`config.mk`:
```
export PLATFORM = sky130hd
export DESIGN_NAME = mlt_ram
export DESIGN_NICKNAME = d
export VERILOG_FILES = /design/src/rtl/core/mac_learning_table_with_aging_core_assert.svh /design/src/rtl/core/mlt_ram.sv
export SDC_FILE = /design/constraint.sdc
export NUM_CORES = 1
export LEC_CHECK = 0
export BUFFER_PORTS_ARGS = -buffer_cell sky130_fd_sc_hd__buf_2
export CAP_MARGIN = 20
export CELL_PAD_IN_SITES_DETAIL_PLACEMENT = 1
export CELL_PAD_IN_SITES_GLOBAL_PLACEMENT = 2
export CORE_AREA = 2 2 99 111
export DETAILED_ROUTE_END_ITERATION = 12
export DIE_AREA = 0 0 101 113
export GPL_ROUTABILITY_DRIVEN = 1
export PLACE_DENSITY = 0.8
export SYNTH_ARGS = -nofsm -noshare
export SYNTH_HDL_FRONTEND = slang
export SYNTH_SLANG_ARGS = --single-unit
```
`constraint.sdc`:
```
create_clock -name clk -period 5.1 [get_ports clk]
set_input_delay 0.51 -clock clk [delete_from_list [all_inputs] [get_ports clk]]
set_output_delay 0.51 -clock clk [all_outputs]
set_load 0.02 [all_outputs]
```
`src/rtl/core/mac_learning_table_with_aging_core_assert.svh`:
```
// Assertion macros for the MAC learning table core.
// Expects clk and rst_n in the scope of use; no other dependencies.
`ifndef MAC_LEARNING_TABLE_WITH_AGING_CORE_ASSERT_SVH
`define MAC_LEARNING_TABLE_WITH_AGING_CORE_ASSERT_SVH

// Same-cycle implication, disabled during reset.
`define MLT_ASSERT_NOW(label, ante, cons) \
  label: assert property (@(posedge clk) disable iff (!rst_n) (ante) |-> (cons)) \
    else $error("mlt assertion failed");

// Next-cycle implication, disabled during reset.
`define MLT_ASSERT_NEXT(label, ante, cons) \
  label: assert property (@(posedge clk) disable iff (!rst_n) (ante) |=> (cons)) \
    else $error("mlt assertion failed");

`endif

```
`src/rtl/core/mlt_ram.sv`:
```
// Generic single-write, single-read synchronous RAM, registered read.
// No dependencies.
`timescale 1ns / 1ps
module mlt_ram #(
  parameter int WIDTH = 8,
  parameter int DEPTH = 16
) (
  input  logic                     clk,
  input  logic                     we,
  input  logic [$clog2(DEPTH)-1:0] waddr,
  input  logic [WIDTH-1:0]         wdata,
  input  logic                     re,
  input  logic [$clog2(DEPTH)-1:0] raddr,
  output logic [WIDTH-1:0]         rdata
);
  logic [WIDTH-1:0] mem [DEPTH];

  always_ff @(posedge clk) begin
    if (we) begin
      mem[waddr] <= wdata;
    end
    if (re) begin
      rdata <= mem[raddr];
    end
  end
endmodule

```
# Word-level counts from Yosys, hierarchy flattened

Memories as Yosys holds them, arrays and structs flattened. A register that Yosys moved wholly into a read port is not among the register bits.
Index checks and enable logic that the tools add are counted.

Muxes and demuxes: 2

Operators with widths:

| kind             | count |
|---|---|
| 1-bit 2-to-1 mux | 2 |

Flip-flop bits (word level): 0
Bits in writable memories: 128
Output and inout bits: 8
Memories: 1

Memories:

| name | words | bits a word | rd ports | clocked after memory_dff | wr ports | line          | source |
|---|---|---|---|---|---|---|---|
| mem  | 16    | 8           | 1        | 1                        | 1        | mlt_ram.sv:16 | `logic [WIDTH-1:0] mem [DEPTH];` |

# Depth between registers and ports, before layout

Depth after elaboration: 2
Depth in mapped cells: 5
Mapped depth without buffers: 3

# Least setup slack after synthesis

OpenSTA, ideal clock, no wires.

Kind: input-to-reg
From: input port waddr[2]
To: memory mem[0][0], enable pin
Setup time: 383 ps
Arrival: 1,620 ps
Data required time: 4,717 ps
Slack: 3,097 ps
Stages on the path: 2
Cells stage by stage: or3b_2 nor3_1

RTL lines:

| item               | line          | source |
|---|---|---|
| start: declaration | mlt_ram.sv:10 | `input logic [$clog2(DEPTH)-1:0] waddr,` |
| end: declaration   | mlt_ram.sv:16 |  |

Straight into the memory's write port.

==> results.yml <==
run_status:
  status: "finished, final reports clean"
critical_path:
  critical_path.n_buffers_inverters: 2
  cpPeakStageDelay_ns: 0.61
  required_ns: 5.25
  end_of_the_worst_register_to_register_path: "rdata[5]"
  worstPathMaxFanout: 25
  critPathLaunchType: "input pin"
  ordered_list_of_cells_on_the_worst_path: "buf_2, buf_12, mux4_1, a22oi_1, nand2_1"
  path_delay_family: "multiplexers"
  setup.worst_path.end_class: "flip-flop"
  rrSetupSlack_ns: 3.51
  worstReg2RegStart: "mem[0][5]"
  critPathKind: "input pin to flip-flop"
  critical_path_depth: 5
  worst_path_max_delay_cell: "sky130_fd_sc_hd__mux4_1"
  timing.reg2reg.worst_path_depth: 3
  timing.critical_path.arrival_ns: 2.05
clocking:
  numCtsBuffers: 17
  clock_sink_count: 136
  clock_path_buffers: 2
  cts_repair_resize_count: 0
  cts_post_setup_buffers_inserted: 0
  h-tree-depth: 4
  ctsRootBufferMaster: "sky130_fd_sc_hd__clkbuf_16"
  insertion_delay_ns: 0.42
  worst_setup_hold_path_clk_slew_ns: 0.06
  post_cts_hold_buffer_count: 0
  tritoncts: "done"
die:
  number_of_top_level_design_ports: 27
  core_area_sq_um: 10250
  area_of_the_die_sq_um: 11410
  effective_utilization_at_floorplan_pct: 51.01
  fp.dieW_um: 101
  die_height_um: 113
  placementRows: 39
place:
  buffer_ports.inserted: 26
  gp_routability_congestion: 0.7039
  hpwl_um: 6874
synthesis:
  largest_family_of_logic_cells_by_synthesized_area: "multiplexers"
  synth_async_sr_flop_share_pct: 0
  count_of_flip_flops_with_a_built_in_enable_after_synthesis: 136
  yosys.area_share.simple_pct: 3.135
  synth_xor_xnor_area_share_pct: 0
  muxShareOfSynthArea_pct: 14.79
  synth_fa_ha_area_share_pct: 0
  synthCells: 229
  synthesis.area_per_instance_sq_um: 22.83
  syn_nets: 248
  synth_warnings: 0
  yosysUniqueCellTypes: 18
  yosys_most_used_dff: "sky130_fd_sc_hd__edfxtp_1"
  mappedNetlistArea_sq_um: 5228
  synth-compound-area-share_pct: 2.298
  synth.yosys.seq_area_share_pct: 78.12
  yosys_register_bits: 136
grt:
  grt_pass1_wl_um: 16840
  grt.overflow.total: 0
  grt_start_max_net_pins: 33
  antenna_found_initial: 0
  grt_use_total_pct: 21.60
  vias_in_the_first_global_route: 2742
sta:
  final.period_utilization_pct: 37.31
  timing.hold.ws_ns: 0.4622
  finalSetupViolations: 0
  worst-slew-pin-transition_ns: 1.016
  hold_viol_final: 0
  grt_setup_unrepaired: "no"
  finalClockSkew_ns: 0.01037
  report.final.slew_viol_count: 0
  setup-tns-final_ns: 0
  worst_slew_margin_rel_pct: 32.04
  timing.final.crit_period_ns: 1.903
  clock.fmax_ghz: 0.5256
cells_and_area:
  area_growth_syn_to_layout_pct: 16.44
  final_net_count: 288
  final_common_cell: "sky130_fd_sc_hd__edfxtp_1"
  antenna_cells: 0
  mostFrequentLayoutCells: "136 x sky130_fd_sc_hd__edfxtp_1, 26 x sky130_fd_sc_hd__buf_2, 18 x sky130_fd_sc_hd__mux4_2"
  drive_above_1_share_pct: 28.01
power_and_ir_drop:
  irDropWorstVdd_mv: 0.2314
  power-per-cell-area_nw_per_um2: 436.4
  leakage_nw: 2.030
routing:
  postRouteAntennaNets: 0
  drt_pre_antenna_iters: 5
  detail_route.wirelength.met1_um: 4879
  drt-total-wl_um: 11420
  drc_errors: 0
  drt-vias-per-instance: 6.047
  highest_metal_layer_with_signal_wires: "met4"
  met2_length_um: 5941
  drt-initial-drc-count: 170
  met3WireLength_um: 455
  vias: 2449
  wl_per_cell_um: 28.19
hold_path:
  hold_end: "rdata[4]"
  hp-start: "re"
  hp-class: "input pin to flip-flop"
  worst_hold_path.num_cells: 1
job:
  max_cap_violations: 0
[through the flow]
| stage | worst slack, ns | util (%) | power (mW) | instance area [sq um] | cells |
|---|---|---|---|---|---|
| detailed placement | 2.353 | 53.24 | 1.409 | 5455 | 372 |
| finish | 3.197 | 59.40 | 2.656 | 6087 | 405 |
| CTS | 2.787 | 59.21 | 2.669 | 6067 | 404 |
| floorplan | 3.097 | - | 1.358 | 5228 | 229 |
| global placement | 2.475 | 53.24 | 1.401 | 5455 | 372 |
| global route | 3.146 | 59.40 | 2.728 | 6087 | 405 |
[worst register-to-register path: stages, from the launching register on]
cell and delay, ns:
sky130_fd_sc_hd__edfxtp_1 0.40, sky130_fd_sc_hd__mux4_1 0.54, sky130_fd_sc_hd__a22oi_1 0.28, sky130_fd_sc_hd__nand2_1 0.12
[registers in the layout, summed over array words and instances (netlist names)]
| signal | flops |
|---|---|
| mem | 128 |
| rdata | 8 |
[where the power goes]
group,switching (mW),total [mW],internal (mW)
combinational,0.0730,0.119,0.0456
clock,0.456,1.27,0.814
sequential,0.00786,1.27,1.26
[cells by family (layout without fill, tap and decap cells)]
kind of cell | Yosys count | in the layout
AOI/OAI and AO/OA | 16 | 16
muxes | 32 | 32
and+or+nand+nor | 35 | 35
buffers and inverters | 10 | 63
DFF | 136 | 136
[worst max path at each step]
stage | slack, ns | to | startpoint
floorplan | 3.10 | mem[0][0] | waddr[2]
global placement | 2.48 | rdata[3] | raddr[0]
detailed placement | 2.35 | rdata[5] | raddr[0]
CTS | 2.79 | rdata[5] | raddr[0]
global route | 3.15 | rdata[5] | raddr[0]
finish | 3.20 | rdata[5] | raddr[0]
[Yosys cell counts, types with 2 or more instances]
cell / number / area share [%]
sky130_fd_sc_hd__edfxtp_1: 136 / 78
sky130_fd_sc_hd__mux4_2: 18 / 7.8
sky130_fd_sc_hd__a22oi_1: 16 / 2.3
sky130_fd_sc_hd__mux4_1: 14 / 7.0
sky130_fd_sc_hd__nor2_1: 13 / 0.93
sky130_fd_sc_hd__nand2_1: 9 / 0.65
sky130_fd_sc_hd__nor3_1: 4 / 0.38
sky130_fd_sc_hd__buf_2: 3 / 0.29
sky130_fd_sc_hd__buf_6: 3 / 0.65
sky130_fd_sc_hd__clkdlybuf4s25_2: 3 / 0.57
sky130_fd_sc_hd__nand2b_1: 2 / 0.24
sky130_fd_sc_hd__nand3b_1: 2 / 0.29
[area by class of cell]
class	count	area, sq um
Sequential cell	136	4084
Multi-Input combinational cell	83	1057
Tap cell	123	153.9
Timing Repair Buffer	31	180.2
Fill cell	865	4160
Clock buffer	19	432.9
Clock inverter	13	178.9
[metal layers]
metal	vias to the layer above	global-route usage [%]
met5	-	0
met4	0	8.198
met3	8	5.312
met2	78	35.24
met1	1300	28.32
li1	1063	-
Note: power is estimated with default switching activity, not from simulation.
