[src/rtl/core/mac_learning_table_with_aging_core_assert.svh]
// Assertion macros for the MAC learning table core.
// Expects clk and rst_n in the scope of use; no other dependencies.
`ifndef MAC_LEARNING_TABLE_WITH_AGING_CORE_ASSERT_SVH
`define MAC_LEARNING_TABLE_WITH_AGING_CORE_ASSERT_SVH

// Same-cycle implication, disabled during reset.
`define MLT_ASSERT_NOW(label, ante, cons) \
  label: assert property (@(posedge clk) disable iff (!rst_n) (ante) |-> (cons)) \
    else $error("mlt assertion failed");

// Next-cycle implication, disabled during reset.
`define MLT_ASSERT_NEXT(label, ante, cons) \
  label: assert property (@(posedge clk) disable iff (!rst_n) (ante) |=> (cons)) \
    else $error("mlt assertion failed");

`endif

[src/rtl/core/mlt_pkg.sv]
// Shared types and constants for the MAC learning table core.
// No dependencies.
`timescale 1ns / 1ps
package mlt_pkg;
  localparam int BUCKETS_DEF = 256;
  localparam int WAYS_DEF    = 4;
  localparam int MAC_W       = 48;
  localparam int PORT_W      = 8;
  localparam int SEEN_W      = 16;
  localparam int AGE_W       = 15;
  localparam int AGED_W      = 11;
  localparam int MODE_W      = 3;
  localparam int STAT_W      = 2;
  localparam int HASH_W      = 8;

  localparam logic [AGE_W-1:0]  AGING_RST = 15'd5;
  localparam logic [AGED_W-1:0] AGED_MAX  = 11'd2047;

  localparam logic [MODE_W-1:0] MODE_LEARN  = 3'd0;
  localparam logic [MODE_W-1:0] MODE_LOOKUP = 3'd1;
  localparam logic [MODE_W-1:0] MODE_DELETE = 3'd2;
  localparam logic [MODE_W-1:0] MODE_TICK   = 3'd3;
  localparam logic [MODE_W-1:0] MODE_SWEEP  = 3'd4;

  localparam logic [STAT_W-1:0] STAT_OK   = 2'd0;
  localparam logic [STAT_W-1:0] STAT_MISS = 2'd1;
  localparam logic [STAT_W-1:0] STAT_FULL = 2'd2;

  typedef struct packed {
    logic              valid;
    logic [MAC_W-1:0]  addr;
    logic [PORT_W-1:0] port;
    logic [SEEN_W-1:0] seen;
  } slot_t;

  typedef struct packed {
    logic [STAT_W-1:0] status;
    logic              hit;
    logic [PORT_W-1:0] found_port;
  } res_t;
endpackage

[src/rtl/core/mlt_row_eval.sv]
// Bucket row evaluation: match, free-way pick, ageing and row update.
// Depends on mlt_pkg.
`timescale 1ns / 1ps
module mlt_row_eval import mlt_pkg::*; #(
  parameter int WAYS = WAYS_DEF
) (
  input  slot_t [WAYS-1:0]             row_i,
  input  logic [MODE_W-1:0]            mode_i,
  input  logic [MAC_W-1:0]             mac_i,
  input  logic [PORT_W-1:0]            port_i,
  input  logic [SEEN_W-1:0]            now_i,
  input  logic [AGE_W-1:0]             aging_i,
  output slot_t [WAYS-1:0]             row_o,
  output res_t                         res_o,
  output logic [$clog2(WAYS+1)-1:0]    aged_n_o
);
  localparam int AGN_W = $clog2(WAYS+1);

  logic [WAYS-1:0] match, free, old, sel_m, sel_f;
  logic            taken_m, taken_f, any_m, any_f;

  always_comb begin
    taken_m = 1'b0;
    taken_f = 1'b0;
    for (int w = 0; w < WAYS; w++) begin
      match[w] = row_i[w].valid && (row_i[w].addr == mac_i);
      free[w]  = !row_i[w].valid;
      old[w]   = row_i[w].valid && ((now_i - row_i[w].seen) > {1'b0, aging_i});
      sel_m[w] = match[w] && !taken_m;
      sel_f[w] = free[w] && !taken_f;
      taken_m  = taken_m | match[w];
      taken_f  = taken_f | free[w];
    end
    any_m = |match;
    any_f = |free;
  end

  always_comb begin
    row_o    = row_i;
    res_o    = '0;
    aged_n_o = '0;
    unique case (mode_i)
      MODE_LEARN: begin
        if (any_m) begin
          res_o.hit = 1'b1;
          for (int w = 0; w < WAYS; w++) begin
            if (sel_m[w]) begin
              row_o[w].port = port_i;
              row_o[w].seen = now_i;
            end
          end
        end else if (any_f) begin
          for (int w = 0; w < WAYS; w++) begin
            if (sel_f[w]) begin
              row_o[w] = '{valid: 1'b1, addr: mac_i, port: port_i, seen: now_i};
            end
          end
        end else begin
          res_o.status = STAT_FULL;
        end
      end
      MODE_LOOKUP: begin
        if (any_m) begin
          res_o.hit = 1'b1;
          for (int w = 0; w < WAYS; w++) begin
            if (sel_m[w]) begin
              res_o.found_port = row_i[w].port;
              row_o[w].seen    = now_i;
            end
          end
        end else begin
          res_o.status = STAT_MISS;
        end
      end
      MODE_DELETE: begin
        if (any_m) begin
          res_o.hit = 1'b1;
          for (int w = 0; w < WAYS; w++) begin
            if (sel_m[w]) begin
              row_o[w].valid = 1'b0;
            end
          end
        end else begin
          res_o.status = STAT_MISS;
        end
      end
      MODE_SWEEP: begin
        for (int w = 0; w < WAYS; w++) begin
          if (old[w]) begin
            row_o[w].valid = 1'b0;
          end
          aged_n_o = aged_n_o + AGN_W'(old[w]);
        end
      end
      default: begin
      end
    endcase
  end
endmodule

[config.mk]
export PLATFORM = sky130hd
export DESIGN_NAME = mlt_row_eval
export DESIGN_NICKNAME = d
export VERILOG_FILES = /design/src/rtl/core/mac_learning_table_with_aging_core_assert.svh /design/src/rtl/core/mlt_pkg.sv /design/src/rtl/core/mlt_row_eval.sv
export SDC_FILE = /design/constraint.sdc
export NUM_CORES = 1
export LEC_CHECK = 0
export BUFFER_PORTS_ARGS = -buffer_cell sky130_fd_sc_hd__buf_2
export CORE_AREA = 4 4 266 268
export DETAILED_ROUTE_END_ITERATION = 7
export DIE_AREA = 0 0 270 272
export PLACE_DENSITY = 0.36
export SLEW_MARGIN = 40
export SYNTH_ARGS = -nofsm -noshare
export SYNTH_HDL_FRONTEND = slang
export SYNTH_SLANG_ARGS = --single-unit
export TNS_END_PERCENT = 30
[constraint.sdc]
create_clock -name vclk -period 10.6
set_input_delay 0.53 -clock vclk [all_inputs]
set_output_delay 0.53 -clock vclk [all_outputs]
set_load 0.02 [all_outputs]
# Yosys cells after proc, flatten, opt, wreduce, memory -nomap -nowiden
# Cells that the tools add are included.
[totals] out_inout_bits=306 elab_cells=109 reg_bits=0 in_bits=382
[op_classes] n_eq_ne=7 magnitude_cmp=4 add_sub_neg=7 muxes=61 n_reduce_logical=26 n_bitwise=4
[ops] cell="two-way mux 292 bit" count=1
[ops] cell="two-way mux 56 bit" count=4
[ops] cell="two-way mux 73 bit" count=3
[ops] cell="two-way mux 49 bit" count=4
[ops] cell="equality test 48 bit" count=4
[ops] cell="two-way mux 24 bit" count=8
[ops] cell="two-way mux 16 bit" count=8
[ops] cell="case mux 16 bit (2 select lines)" count=4
[ops] cell="two-way mux 72 bit" count=1
[ops] cell="> comparator 16 x 15 -> 1 bit" count=4
[ops] cell="subtractor 16 bit" count=4
[ops] cell="two-way mux 8 bit" count=5
[ops] cell="logical AND 1 bit" count=14
[ops] cell="two-way mux 1 bit" count=14
[ops] cell="case mux 1 bit (3 select lines)" count=4
[ops] cell="zero test 1 bit" count=9
[ops] cell="two-way mux 9 bit" count=1
[ops] cell="case mux 3 bit (3 select lines)" count=1
[ops] cell="OR reduction 4 bit" count=2
[ops] cell="two-way mux 2 bit" count=2
[ops] cell="bitwise OR 1 bit" count=4
[ops] cell="adder 2 x 1 -> 3 bit" count=1
[ops] cell="adder 3 x 1 -> 3 bit" count=1
[ops] cell="equality test 3 x 1 -> 1 bit, second input constant" count=1
[ops] cell="other kinds (5)" count=5

# Longest topological paths before layout
# Gate-level depths: netlist of run 1.
[logic_depth] word_depth=9 mapped_depth=23 ltp_nobuf=23

# Worst setup path before layout of run 1
# Ideal clock, no wire load.
[synth_timing] path_type="in2out" start="in now_i[0]" end="out aged_n_o[1]" t_required_ns=10.070 n_path_buf=0 setup_slack_ns=5.400 t_arrival_ns=4.670 path_stages=22 cell_sequence="inv_1 -> ha_1 -> fa_1 -> nor2b_1 -> o21a_1 -> o21ai_0 -> a21oi_1 -> o2111ai_1 -> nand3b_1 -> xor2_1 -> ha_1 -> nand4_1 -> or2_2 -> a21oi_1 -> o21a_1 -> nor4_1 -> a2111o_1 -> fa_1 -> inv_1 -> ha_1 -> ha_1 -> and2_1"
[synth_via] elab_chain_len=7 elab_cells_between_ends=16 cone_classes="add/sub: 7; order compare: 4; mux: 1; reduce/logical: 4"
[synth_lines] item="start: declaration" line_no="mlt_row_eval.sv:11" source="input logic [SEEN_W-1:0] now_i,"
[synth_lines] item="subtractor 16 bit" line_no="mlt_row_eval.sv:28" source="old[w] = row_i[w].valid && ((now_i - row_i[w].seen) > {1'b0, aging_i});"
[synth_lines] item="> comparator 16 x 15 -> 1 bit" line_no="mlt_row_eval.sv:28"
[synth_lines] item="logical AND 1 bit" line_no="mlt_row_eval.sv:28"
[synth_lines] item="adder 1 x 1 -> 2 bit" line_no="mlt_row_eval.sv:92" source="aged_n_o = aged_n_o + AGN_W'(old[w]);"
[synth_lines] item="adder 2 x 1 -> 3 bit" line_no="mlt_row_eval.sv:92"
[synth_lines] item="adder 3 x 1 -> 3 bit *" line_no="mlt_row_eval.sv:92"
[synth_lines] item="two-way mux 3 bit *" line_no="mlt_row_eval.sv:42" source="unique case (mode_i)"
[synth_lines] item="end: declaration" line_no="mlt_row_eval.sv:15" source="output logic [$clog2(WAYS+1)-1:0] aged_n_o"
# Mark *: on every way between the ends. The rest lies on a longest branch, timed or not.

# Worst setup path in the final report of run 1
[layout_timing] start="in now_i[2]" end="out aged_n_o[1]"
# Same word-level chain as after synthesis.

==> results of run 1 <==
area by class of cell:
class,count,area (um2),share of cell area
Tap cell,882,1104,0.06926
Inverter,108,405.4,0.02544
Antenna cell,5,12.51,0.0007853
Timing Repair Buffer,709,3601,0.2260
Multi-Input combinational cell,1284,10810,0.6785
critical path, stage by stage:
cell      delay (ns)
buf_2           0.23
ha_1            0.32
o21a_1          0.20
o31a_1          0.13
o41ai_1         0.61
a211oi_1        0.23
or3_1           0.40
a21oi_1         0.18
xnor2_1         0.09
ha_1            0.29
and3_1          0.18
nand3_1         0.10
a211o_1         0.28
a21o_1          0.18
nand3_1         0.13
nand2_1         0.10
fa_1            0.52
inv_1           0.05
ha_1            0.20
ha_1            0.29
and2_1          0.13
buf_2           0.15
kinds of logic (layout without fill, tap and decap cells):
family | after synthesis | count (layout) | share of synthesized area
AO/OA/AOI/OAI | 338 | 338 | 0.1997
XOR/XNOR | 220 | 220 | 0.1645
adder cells (fa/ha/maj) | 127 | 127 | 0.1389
buffers and inverters | 211 | 817 | 0.08139
multiplexers | 273 | 273 | 0.2650
other | 0 | 5 | 0
AND/OR/NAND/NOR | 326 | 326 | 0.1505
power breakdown:
part	total [mW]	switching [mW]	internal, mW
sequential	0	0	0
clock	0.0000000631	0	0.0000000631
combinational	0.903	0.557	0.346
total	0.903	0.557	0.346
metal layers:
metal	share of wire	GRT usage
met1	0.40	0.2752
met2	0.50	0.4341
met3	0.061	0.04827
met4	0.031	0.05269
met5	0.0027	0
synthesized netlist by cell type, drive strengths merged, types with 11 or more instances:
library cell	instances
nand2	48
o21a	15
buf	80
a21oi	79
mux2i	21
nor4	34
xnor2	124
nor2	61
nor2b	24
a22oi	18
a31oi	13
a2bb2oi	11
nand4	47
mux2	252
o22a	15
inv	108
a211oi	30
nand3	20
nand2b	16
a21o	25
clkbuf	23
o21ai	56
xor2	96
nor3	29
ha	122
per-stage QoR:
| step | total power [mW] | hold slack, ns |
|---|---|---|
| final | 0.9034 | 1.414 |
| after global routing | 0.9773 | 1.421 |
| after CTS | 0.9108 | 1.415 |
| after detailed placement | 0.9061 | 1.415 |
| after global placement | 0.9024 | 1.412 |
| after floorplan | 0.5284 | 1.187 |
worst max-delay path by stage:
stage / to / slack, ns / depth (start not counted)
after global routing: aged_n_o[1] / 4.17 / 23
after detailed placement: aged_n_o[1] / 4.51 / 25
final: aged_n_o[1] / 4.54 / 22
after global placement: aged_n_o[1] / 4.50 / 25
after floorplan: aged_n_o[1] / 5.40 / 22
after CTS: aged_n_o[1] / 4.49 / 25
==> flow_summary.toml, run 1 <==
[critical_path]
worstPathArrival_ns = 5.53
cp_max_fo = 10
start_kind = "input port"
worst_setup_path_end_kind = "primary output"
path_class = "in -> out"
worstPathRequired_ns = 10.07
critPathLaunch = "now_i[2]"

[cells_and_area]
fin_area_um2 = 15930
clock_buffers = 0
seq_cell_count = 0
final_cell_mix = "buf_2 (688), mux2_2 (202), xnor2_1 (124)"
layout-area-overhead-vs-synth_pct = 36.02
final-seq-area_um2 = 0
stdcell_count = 2988
final_nets = 2612
layout.cells.most_common = "buf_2"
utilization = 0.2331
num-fill-cells = 7747
drive_gt1_frac = 0.4541

[timing]
hold_violations = 0
period_minus_slack_ns = 6.055
rsz0062_at_grt = "no"
setup_viol = 0
fin_crit_sh = 0.5712
worst_pin_slew_ns = 0.8470
slew_headroom = 0.4354
max_freq_mhz = 165.2
slew_violations = 0
tns_ns = 0
setup_ws_ns = 4.545

[global_route]
antenna_found_initial = 31
grt_max_degree = 50
grt_pass1_vias = 14980
overflow = 0
grt_pass1_wl_um = 123300
grt_usage = 0.2337

[routing]
num_vias = 14570
wl_um = 91170
drtIter0Drc = 764
antenna_left = 0
first_pass_iters = 5
drc_errors = 0
wl_per_cell_um = 30.51
viasPerCell = 4.877

[power]
leakage_nw = 7.547
p_per_area_nw_per_um2 = 56.70
ir_drop_uv = 23.95

[hold_path]
holdPathEnd = "res_o[1]"
holdCritStartpoint = "row_i[236]"
hp-class = "in -> out"
min_path_cells = 3

[placed_design]
dp.cells = 2983
post-place-ws_ns = 4.506
place_hpwl_um = 80110
dpl_cell_area_um2 = 15920
io_buffers = 688
gp_congestion = 0.9192

[cts]
post_cts_buffers = 0
postCtsHoldBufs = 0
cts_resized = 0

[floorplanning]
pin_count = 688
core_area_um2 = 68350
dieArea_um2 = 73440
dieHeight_um = 272
num_rows = 96
initial_core_util = 0.1714
fp.dieW_um = 270

[synthesis]
syn_area_um2 = 11710
ys_seq_area_frac = 0
netlist_instances = 1495
yosysTopAreaCell = "mux2_2"
ys_warn_count = 0
syn_nets = 2004
synth_cell_type_count = 74
postSynthAreaPerCell_um2 = 7.835
yosys-top-cells-area = "mux2_2 (19%), ha_1 (13%), xnor2_1 (9.3%)"
post-synth-top-area-fraction = 0.1942

[status]
status = "complete, no violations"

[run]
cap_violations = 0
Power figures use the tool's default switching activity.
==> run 2: changes to the inputs <==
--- a/config.mk
+++ b/config.mk
@@ -5,11 +5,12 @@
 export SDC_FILE = /design/constraint.sdc
 export NUM_CORES = 1
 export LEC_CHECK = 0
+export ABC_AREA = 1
 export BUFFER_PORTS_ARGS = -buffer_cell sky130_fd_sc_hd__buf_2
-export CORE_AREA = 4 4 266 268
+export CORE_AREA = 4 4 265 267
 export DETAILED_ROUTE_END_ITERATION = 7
-export DIE_AREA = 0 0 270 272
-export PLACE_DENSITY = 0.36
+export DIE_AREA = 0 0 269 271
+export PLACE_DENSITY = 0.45
 export SLEW_MARGIN = 40
 export SYNTH_ARGS = -nofsm -noshare
 export SYNTH_HDL_FRONTEND = slang
==> constraint.sdc (replaced) <==
create_clock -name vclk -period 6.07
set_input_delay 0.3035 -clock vclk [all_inputs]
set_output_delay 0.3035 -clock vclk [all_outputs]
set_load 0.02 [all_outputs]
==> flow_summary.toml, run 2 <==
[placed_design]
gp_congestion = 0.9906
post-place-ws_ns = 0.9512
io_buffers = 688
place_hpwl_um = 100300

[timing]
worst_pin_slew_ns = 0.8079
setup_ws_ns = 0.8325
hold_violations = 0
fin_crit_sh = 0.8629
max_freq_mhz = 190.9
setup_viol = 0
tns_ns = 0
rsz0062_at_grt = "no"
slew_headroom = 0.4581
period_minus_slack_ns = 5.238
slew_violations = 0

[synthesis]
yosysMostFrequentCell = "nand2_1"
syn_area_um2 = 17210
ys_seq_area_frac = 0
yosysTopAreaCell = "nand2_1"
postSynthAreaPerCell_um2 = 4.647
post-synth-top-area-fraction = 0.3570
ys_warn_count = 0
syn_nets = 4213
netlist_instances = 3704
synth_cell_type_count = 48
yosys-top-cells-count = "nand2_1 (1637), inv_1 (435), nor2_1 (320), o21ai_0 (244), nand3_1 (205)"
yosys-top-cells-area = "nand2_1 (36%), inv_1 (9.5%), ha_1 (8.9%)"

[hold_path]
hp-class = "in -> out"

[routing]
wl_um = 121100
drc_errors = 0
viasPerCell = 5.139
drtIter0Drc = 3026
wl_per_cell_um = 23.30
num_vias = 26700
antenna_left = 0
first_pass_iters = 6

[floorplanning]
pin_count = 688
num_rows = 96
dieHeight_um = 271
initial_core_util = 0.2528
dieArea_um2 = 72900
core_area_um2 = 68110
fp.dieW_um = 269

[global_route]
antenna_found_initial = 25
grt_max_degree = 97
grt_pass1_vias = 24090
grt_usage = 0.3116
overflow = 0
grt_pass1_wl_um = 170000

[cells_and_area]
drive_gt1_frac = 0.1802
seq_cell_count = 0
layout-area-overhead-vs-synth_pct = 25.08
final-seq-area_um2 = 0
clock_buffers = 0
final_nets = 4801
final_cell_mix = "nand2_1 (1637), buf_2 (688), inv_1 (433)"
layout.cells.most_common = "nand2_1"

[critical_path]
cp_max_fo = 9
worst_setup_path_end_kind = "primary output"
path_class = "in -> out"
worstPathRequired_ns = 5.77
start_kind = "input port"
worstPathArrival_ns = 4.93

[power]
p_sw_mw = 1.370
leakage_nw = 13.28
p_int_uw = 647.8
clkPwrFrac = 0
p_seq_frac = 0
p_per_area_nw_per_um2 = 93.72
p_comb_frac = 1.000
p_sw_frac = 0.6790
ir_drop_uv = 43.14

[cts]
post_cts_buffers = 0
cts_resized = 0
postCtsHoldBufs = 0

[run]
cap_violations = 0

[status]
status = "complete, no violations"
[run 2: cell count changes after synthesis, moves of 71 or more]
cell	previous run	this run
o21ai_1	0	114
nand3_1	20	205
mux2_2	202	0
xnor2_1	124	53
nand2_1	47	1637
o21ai_0	56	244
inv_1	108	435
nor2_1	61	320
[run 2: path summary, 6_finish.rpt]
check	cells past startpoint	slack, ns	to	start
worst min-delay path	4	0.96	row_o[47]	row_i[47]
worst max-delay path	27	0.83	aged_n_o[1]	now_i[0]
[run 2: per-stage QoR]
| step | hold slack, ns | cell area (um2) | instances | utilization | power, mW |
|---|---|---|---|---|---|
| after floorplan | 0.7730 | 17210 | 3704 | - | 1.170 |
| after detailed placement | 0.9631 | 21440 | 5171 | 0.3149 | 1.982 |
| after global routing | 0.9810 | 21520 | 5190 | 0.3159 | 2.210 |
| after CTS | 0.9658 | 21440 | 5171 | 0.3149 | 1.992 |
| final | 0.9600 | 21530 | 5196 | 0.3162 | 2.018 |
| after global placement | 0.9613 | 21440 | 5171 | 0.3148 | 1.990 |
[run 2: worst max-delay path: stages]
cell and delay [ns]:
buf_2 0.12, inv_1 0.24, ha_1 0.32, fa_1 0.40, inv_1 0.08, a31oi_1 0.15
o21bai_1 0.28, nand3_1 0.11, nand2_1 0.12, nand3_1 0.13, o21ai_0 0.22, xor2_1 0.10
ha_1 0.30, nand3_1 0.10, inv_1 0.06, nand2_1 0.05, nor2_1 0.12, nand2_1 0.07
nand2_1 0.08, nand3_1 0.13, fa_1 0.62, inv_1 0.08, ha_1 0.20, ha_1 0.27
inv_1 0.03, nor2_1 0.08, buf_2 0.17
[run 2: power by group through the flow]
stage	Sequential, mW	Clock (mW)	Combinational, mW
detailed placement	0	0	1.98
CTS	0	0	1.99
floorplan	0	0	1.17
global placement	0	0	1.99
global route	0	0.000000398	2.21
finish	0	0.000000426	2.02
[run 2: cell type report]
| type | count | area (um2) |
|---|---|---|
| multi-input combinational | 3099 | 14870 |
| tap | 882 | 1104 |
| antenna | 24 | 60.06 |
| fill | 8202 | 46570 |
| timing repair buffer | 721 | 3736 |
| inverter | 470 | 1764 |
[run 2: per-layer routing]
metal  global-route usage  part of all wire  routed length [um]
met5                    0           0.00043                  52
met1               0.4382              0.44               53630
met3              0.03165             0.079                9582
met2               0.5026              0.45               54380
met4              0.08928             0.028                3428
[run 2: cells by family after synthesis]
kind of cell / share of synthesized area
simple gates: 0.5478
fa+ha+maj: 0.09449
xor+xnor: 0.04681
compound gates: 0.1706
buf+inv: 0.1404
